==> config.mk <==
export PLATFORM = sky130hd
export DESIGN_NAME = gqtl_front
export DESIGN_NICKNAME = d
export VERILOG_FILES = /design/src/hdl/gqtl_pkg.sv /design/src/hdl/gqtl_front.sv
export SDC_FILE = /design/constraint.sdc
export NUM_CORES = 1
export LEC_CHECK = 0
export BUFFER_PORTS_ARGS = -buffer_cell sky130_fd_sc_hd__buf_2
export CAP_MARGIN = 10
export CORE_AREA = 4 4 196 179
export CTS_CLUSTER_SIZE = 40
export DETAILED_ROUTE_END_ITERATION = 8
export DIE_AREA = 0 0 200 183
export GPL_ROUTABILITY_DRIVEN = 1
export PLACE_DENSITY = 0.72
export SYNTH_ARGS = -nofsm -noshare
export SYNTH_HDL_FRONTEND = slang
export SYNTH_SLANG_ARGS = --single-unit
==> constraint.sdc <==
create_clock -name clock -period 4 [get_ports clock]
set_input_delay 0.2 -clock clock [delete_from_list [all_inputs] [get_ports clock]]
set_output_delay 0.2 -clock clock [all_outputs]
set_load 0.01 [all_outputs]
==> src/hdl/gqtl_pkg.sv <==
// ----------------------------------------------------------------------------
// gqtl_pkg
// Shared types, codes and widths for the glyph quad text layout block.
// ----------------------------------------------------------------------------
package gqtl_pkg;

   localparam int MAX_GLYPHS_DEF  = 128;
   localparam int COORD_BITS_DEF  = 32;
   localparam int WORDS_PER_GLYPH = 9;
   localparam int FIRST_CODE      = 32;
   localparam int QUEUE_DEPTH     = 4;
   localparam int ONE_Q16         = 65536;

   // scaled glyph word after the floor shift, and the widest pen sum
   localparam int SC_W  = 51;
   localparam int SUM_W = 52;

   localparam logic [7:0] CHAR_NL  = 8'h0a;
   localparam logic [7:0] CHAR_TAB = 8'h09;

   localparam logic [1:0] OP_CHAR  = 2'd0;
   localparam logic [1:0] OP_LOAD  = 2'd1;
   localparam logic [1:0] OP_BEGIN = 2'd2;

   localparam logic [2:0] CSR_POINT_SIZE  = 3'd0;
   localparam logic [2:0] CSR_LINE_HEIGHT = 3'd1;
   localparam logic [2:0] CSR_PIX_RATIO   = 3'd2;
   localparam logic [2:0] CSR_GLYPH_COUNT = 3'd3;
   localparam logic [2:0] CSR_EMIT_TRI    = 3'd4;

   localparam logic [2:0] K_NONE    = 3'd0;
   localparam logic [2:0] K_LOAD    = 3'd1;
   localparam logic [2:0] K_BEGIN   = 3'd2;
   localparam logic [2:0] K_GLYPH   = 3'd3;
   localparam logic [2:0] K_SPACE   = 3'd4;
   localparam logic [2:0] K_NEWLINE = 3'd5;
   localparam logic [2:0] K_TAB     = 3'd6;

   localparam logic [3:0] W_ADV = 4'd0;
   localparam logic [3:0] W_X0  = 4'd1;
   localparam logic [3:0] W_Y0  = 4'd2;
   localparam logic [3:0] W_X1  = 4'd3;
   localparam logic [3:0] W_Y1  = 4'd4;
   localparam logic [3:0] W_S0  = 4'd5;
   localparam logic [3:0] W_T0  = 4'd6;
   localparam logic [3:0] W_S1  = 4'd7;
   localparam logic [3:0] W_T1  = 4'd8;

   typedef struct packed {
      logic [1:0]         op;
      logic [7:0]         char_code;
      logic [6:0]         glyph_slot;
      logic [3:0]         word_select;
      logic signed [31:0] word_value;
      logic signed [31:0] start_x;
      logic signed [31:0] start_y;
   } req_type;

   typedef struct packed {
      logic signed [31:0] tex_s;
      logic signed [31:0] tex_t;
      logic [31:0]        pixel_range;
      logic signed [31:0] pos_x;
      logic signed [31:0] pos_y;
      logic               last;
   } rsp_type;

   typedef struct packed {
      logic [2:0]         kind;
      logic [7:0]         slot;
      logic [3:0]         word_sel;
      logic signed [31:0] value0;
      logic signed [31:0] value1;
   } cmd_type;

   typedef struct packed {
      logic [31:0] point_size;
      logic [31:0] line_height;
      logic [31:0] pixel_range_ratio;
      logic [7:0]  glyph_count;
      logic        emit_triangles;
   } cfg_type;

endpackage

==> src/hdl/gqtl_front.sv <==
// ----------------------------------------------------------------------------
// gqtl_front
// Accepts input beats, classifies them into commands and queues them.
// ----------------------------------------------------------------------------
module gqtl_front import gqtl_pkg::*; #(
   parameter int MAX_GLYPHS = MAX_GLYPHS_DEF
) (
   input  logic    clock,
   input  logic    reset,
   input  cfg_type cfg,
   input  logic    req_valid,
   output logic    req_stall,
   input  req_type req_data,
   output logic    q_valid,
   output cmd_type q_cmd,
   input  logic    q_pop
);

   localparam int QP_W = $clog2(QUEUE_DEPTH);
   localparam logic [7:0] MAX8 = 8'(MAX_GLYPHS);

   cmd_type          q_mem_ff [QUEUE_DEPTH];
   logic [QP_W-1:0]  wr_ptr_ff;
   logic [QP_W-1:0]  rd_ptr_ff;
   logic [QP_W:0]    count_ff;
   logic [QP_W:0]    count_in;

   cmd_type    cmd;
   logic [7:0] n_glyphs;
   logic [7:0] code_slot;
   logic       push;

   always_comb begin
      n_glyphs  = (cfg.glyph_count > MAX8) ? MAX8 : cfg.glyph_count;
      code_slot = req_data.char_code - 8'(FIRST_CODE);
      cmd.kind     = K_NONE;
      cmd.slot     = 8'd0;
      cmd.word_sel = req_data.word_select;
      cmd.value0   = req_data.word_value;
      cmd.value1   = req_data.start_y;
      case (req_data.op)
         OP_CHAR: begin
            if (req_data.char_code > 8'(FIRST_CODE)) begin
               cmd.slot = code_slot;
               if (code_slot < n_glyphs) cmd.kind = K_GLYPH;
            end else if (req_data.char_code == 8'(FIRST_CODE)) begin
               if (n_glyphs != 8'd0) cmd.kind = K_SPACE;
            end else if (req_data.char_code == CHAR_NL) begin
               cmd.kind = K_NEWLINE;
            end else if (req_data.char_code == CHAR_TAB) begin
               if (n_glyphs != 8'd0) cmd.kind = K_TAB;
            end
         end
         OP_LOAD: begin
            cmd.slot = {1'b0, req_data.glyph_slot};
            if ({1'b0, req_data.glyph_slot} < MAX8 &&
                req_data.word_select < 4'(WORDS_PER_GLYPH)) cmd.kind = K_LOAD;
         end
         OP_BEGIN: begin
            cmd.kind   = K_BEGIN;
            cmd.value0 = req_data.start_x;
         end
         default: cmd.kind = K_NONE;
      endcase
   end

   assign req_stall = (count_ff == (QP_W+1)'(QUEUE_DEPTH));
   // beats that do nothing are dropped here
   assign push      = req_valid && !req_stall && (cmd.kind != K_NONE);
   assign q_valid   = (count_ff != '0);
   assign q_cmd     = q_mem_ff[rd_ptr_ff];

   always_comb begin
      count_in = count_ff;
      if (push && !(q_pop && q_valid)) count_in = count_ff + 1'b1;
      else if (!push && q_pop && q_valid) count_in = count_ff - 1'b1;
   end

   always_ff @(posedge clock) begin
      if (reset) begin
         wr_ptr_ff <= '0;
         rd_ptr_ff <= '0;
         count_ff  <= '0;
      end else begin
         count_ff <= count_in;
         if (push) wr_ptr_ff <= wr_ptr_ff + 1'b1;
         if (q_pop && q_valid) rd_ptr_ff <= rd_ptr_ff + 1'b1;
      end
   end

   always_ff @(posedge clock) begin
      if (push) q_mem_ff[wr_ptr_ff] <= cmd;
   end

endmodule

==> results list <==
- Highest ir drop seen on vdd: 0.321 mV
- The first global-routing pass estimated 39.4 mm of wire.
- Clock tree synthesis found a total of 325 sinks.
* Area growth from synthesis to layout: 24.3%
- Counting along the longest clock path gives a buffer depth of 3.
* Proportion of layout cells with a drive suffix above 1: 0.442
- Worst Clk Skew: 0.0127 ns
* Number of hold buffers added after cts: 37
- Number of failing setup endpoints in the final timing report: 0
- Adding up every negative setup slack in the final design gives 0 ns.
- The tool flagged a number of max-cap violations equal to 0.
* 1st-pass router iterations: 4
- By startpoint and endpoint, the worst setup path is classified as input port to register.
* Total Power: between 9 and 10 mW
- Count of unique library cells instantiated by Yosys: 45
- Grt met1 use: 0.195
- Number of enable-type register cells in the synthesized netlist: 316
* Area share of the largest cell type after synthesis: 0.743
- Met3 Use GR: 0.0334
- Synth warn: 0
* Main area contributors after synthesis: edfxtp_1 (74%), mux4_2 (14%), mux2_2 (2.8%)
- Max-slew violations: 0
- DPL Wire Length: roughly 16 mm
- The flow ran to the end, and the final reports show no timing, DRC or antenna violations.
* Area used by multi-input combinational logic: approximately 3000 um2
* Top flip-flop cell by instance count after synthesis: edfxtp_1
* Achievable frequency: 357 MHz
* Cell count after synthesis: 590
* GPL Wtd Cong: approximately 0.78
- The initial utilization of the core area, before any placement, comes to 0.388.
- The die is 200 um wide.
- TritonCTS built the clock tree.
- Using the TritonRoute via totals, the vias-per-cell ratio works out to 5.00.
- The via count of the first global-routing pass is about 6900.
- The number of hold violations in the final report came to 0.
* Type of the tightest min-delay check: input port to register
- The worst setup path is captured at a register.
* Number of antenna violations at the first check in global routing: 1
- Setup repair after global routing left no endpoint under its margin.
* Cell with the most instances after synthesis: edfxtp_1
* Layer carrying the most global-route usage: met2
- Syn_nets: roughly 830
- Clock tree synthesis inserted a total of 34 buffers.
- Core Footprint: 32900 um2
- After synthesis the cells add up to 12800 um2.
* Area leader, netlist: edfxtp_1
- First DRT Iteration DRCs: 303
- For this design the ratio of total power to cell area is 580 nW/um2.
- Final wirelength: 25.9 mm
- Dividing the final minimum period by the clock period gives 0.701.
- Arrival @ worst endpoint: 3.18 ns
- Total track usage: 0.140
- Maximum number of pins on one net before global-route repair: 80
- After synthesis, the most frequently instantiated cells are edfxtp_1 (316), mux4_2 (79), mux2_2 (32), nor2_1 (25), nand2_1 (17).
- Startpoint Class: input port
- Least-Margin Pin Slew: 1.12 ns
- Critical path fanouts, max: 13
- For met2 alone, demand over resource in global routing was 0.226.
- Clock transition at the registers of the reported paths: 0.06 ns
* Floorplan die height: 183 um
- Antenna violation net count after detailed routing: 0
* Overall die area: 36600 um2
- Footprint of the flip-flops and latches: 9680 um2
* Number of resized instances in the post-cts repair step: 0
* Post-detailed-route DRC marker count: 0
* Async SR Flop Fraction: 0
* Top-Level Pins: 307
- In this run the tightest slew margin relative to its limit is 0.248.
- Counting the fill cells in the layout gives 2723.
* Number of synthesized register bits: between 300 and 400
* Time the final worst path needs with I/O delays and setup: between 2 and 3 ns
* Total number of placement rows: 63
- Number of H-tree branching levels: 2
* Leakage component of the power: 5.47 nW
- For this block, the via count after detailed routing is 6516.
- Post-layout net count: 1097
- Worst-Skew Late Latency: 0.49 ns
- Mean instance size in the synthesized netlist: 21.6 um2
- # Post-CTS Setup Buffers: 0
- Data required time at the worst endpoint: 4.38 ns
- Average wire length per cell after detail routing: 19.9 um
- Port buffering added 209 buffers.
* Share of the yosys chip area belonging to registers: 0.757
- Summed over all layers, the global routing overflow is 0.
- Root Buffer: clkbuf_16
[kinds of logic after synthesis]
| logic type | Yosys count | share of synthesized area |
|---|---|---|
| adder cells (fa/ha/maj) | 13 | 0.0133 |
| flip-flops | 325 | 0.757 |
| XOR/XNOR | 5 | 0.00461 |
| AND/OR/NAND/NOR | 75 | 0.0311 |
| buffers and inverters | 33 | 0.0105 |
| AO/OA/AOI/OAI | 25 | 0.0129 |
| multiplexers | 114 | 0.170 |
[through the flow]
step                cells  setup slack, ns  hold WS [ns]   util  cell area (um2)
global route         1304            0.923        0.0348  0.483            15900
CTS                  1303             1.24        0.0207  0.483            15900
detailed placement   1207            0.735         0.420  0.439            14400
floorplan             590           0.0369         0.299      -            12800
finish               1304             1.20        0.0554  0.483            15900
global placement     1207            0.734         0.415  0.439            14400
[critical path: stages]
cell     delay (ns)
buf_2          0.12
inv_1          0.08
ha_1           0.21
xor2_1         0.21
ha_1           0.30
a21oi_1        0.14
o21ai_0        0.15
o21ai_0        0.26
a32o_2         0.38
nand2_1        0.11
fa_1           0.39
and2_1         0.15
mux2i_1        0.15
mux2_1         0.33
[metal layers]
metal  up-vias  part of all wire
met5         -                 0
met4         0             0.015
met3        34             0.054
met2       163              0.49
met1      3338              0.44
li1       2981                 -
[final cells by class]
| cell class | count | area share |
|---|---|---|
| antenna | 1 | 0.000158 |
| inverter | 6 | 0.00142 |
| multi-input combinational | 232 | 0.188 |
| timing repair buffer | 259 | 0.101 |
| clock buffer | 49 | 0.0618 |
| clock inverter | 10 | 0.00450 |
| tap | 422 | 0.0333 |
| sequential | 325 | 0.610 |
[path summary, 6_finish.rpt]
kind | from | end | slack [ns] | cells after the start
hold reg to reg | rd_ptr_ff[1] | rd_ptr_ff[1] | 0.54 | 2
setup / recovery | req_data[112] | count_ff[2] | 1.20 | 14
hold / removal | req_data[72] | q_mem_ff[0][40] | 0.06 | 2
setup reg to reg | count_ff[1] | count_ff[2] | 1.52 | 9
[cell usage in the layout (no fill, tap or decap), types with 3 or more instances in the layout]
cell type	Yosys	routed
dlygate4sd3_1	0	37
xor2_1	3	3
clkbuf_16	0	37
clkinv_2	0	3
nand4_1	4	4
nor4_1	3	3
a21oi_1	11	11
ha_1	12	12
buf_4	0	6
buf_2	2	209
buf_12	0	7
and2_4	0	4
mux4_2	79	79
clkbuf_1	13	11
o21ai_0	3	3
dfxtp_1	9	7
nor2_1	25	25
mux2_2	32	32
edfxtp_1	316	316
clkinv_1	0	5
nand2_1	17	17
inv_1	6	6
a21o_1	3	3
[state kept, by name (all words and copies together), names as in the netlist, named ones only]
register / cells
q_mem_ff: 316
rd_ptr_ff: 2
wr_ptr_ff: 2
count_ff: 3
[where the power goes]
part | switching [mW] | total [mW] | internal [mW] | leakage (nW)
Clock | 1.19 | 2.95 | 1.76 | 0.510
Combinational | 1.03 | 2.09 | 1.06 | 2.00
Sequential | 0.139 | 4.15 | 4.01 | 2.96
Note: power is estimated with default switching activity, not from simulation.
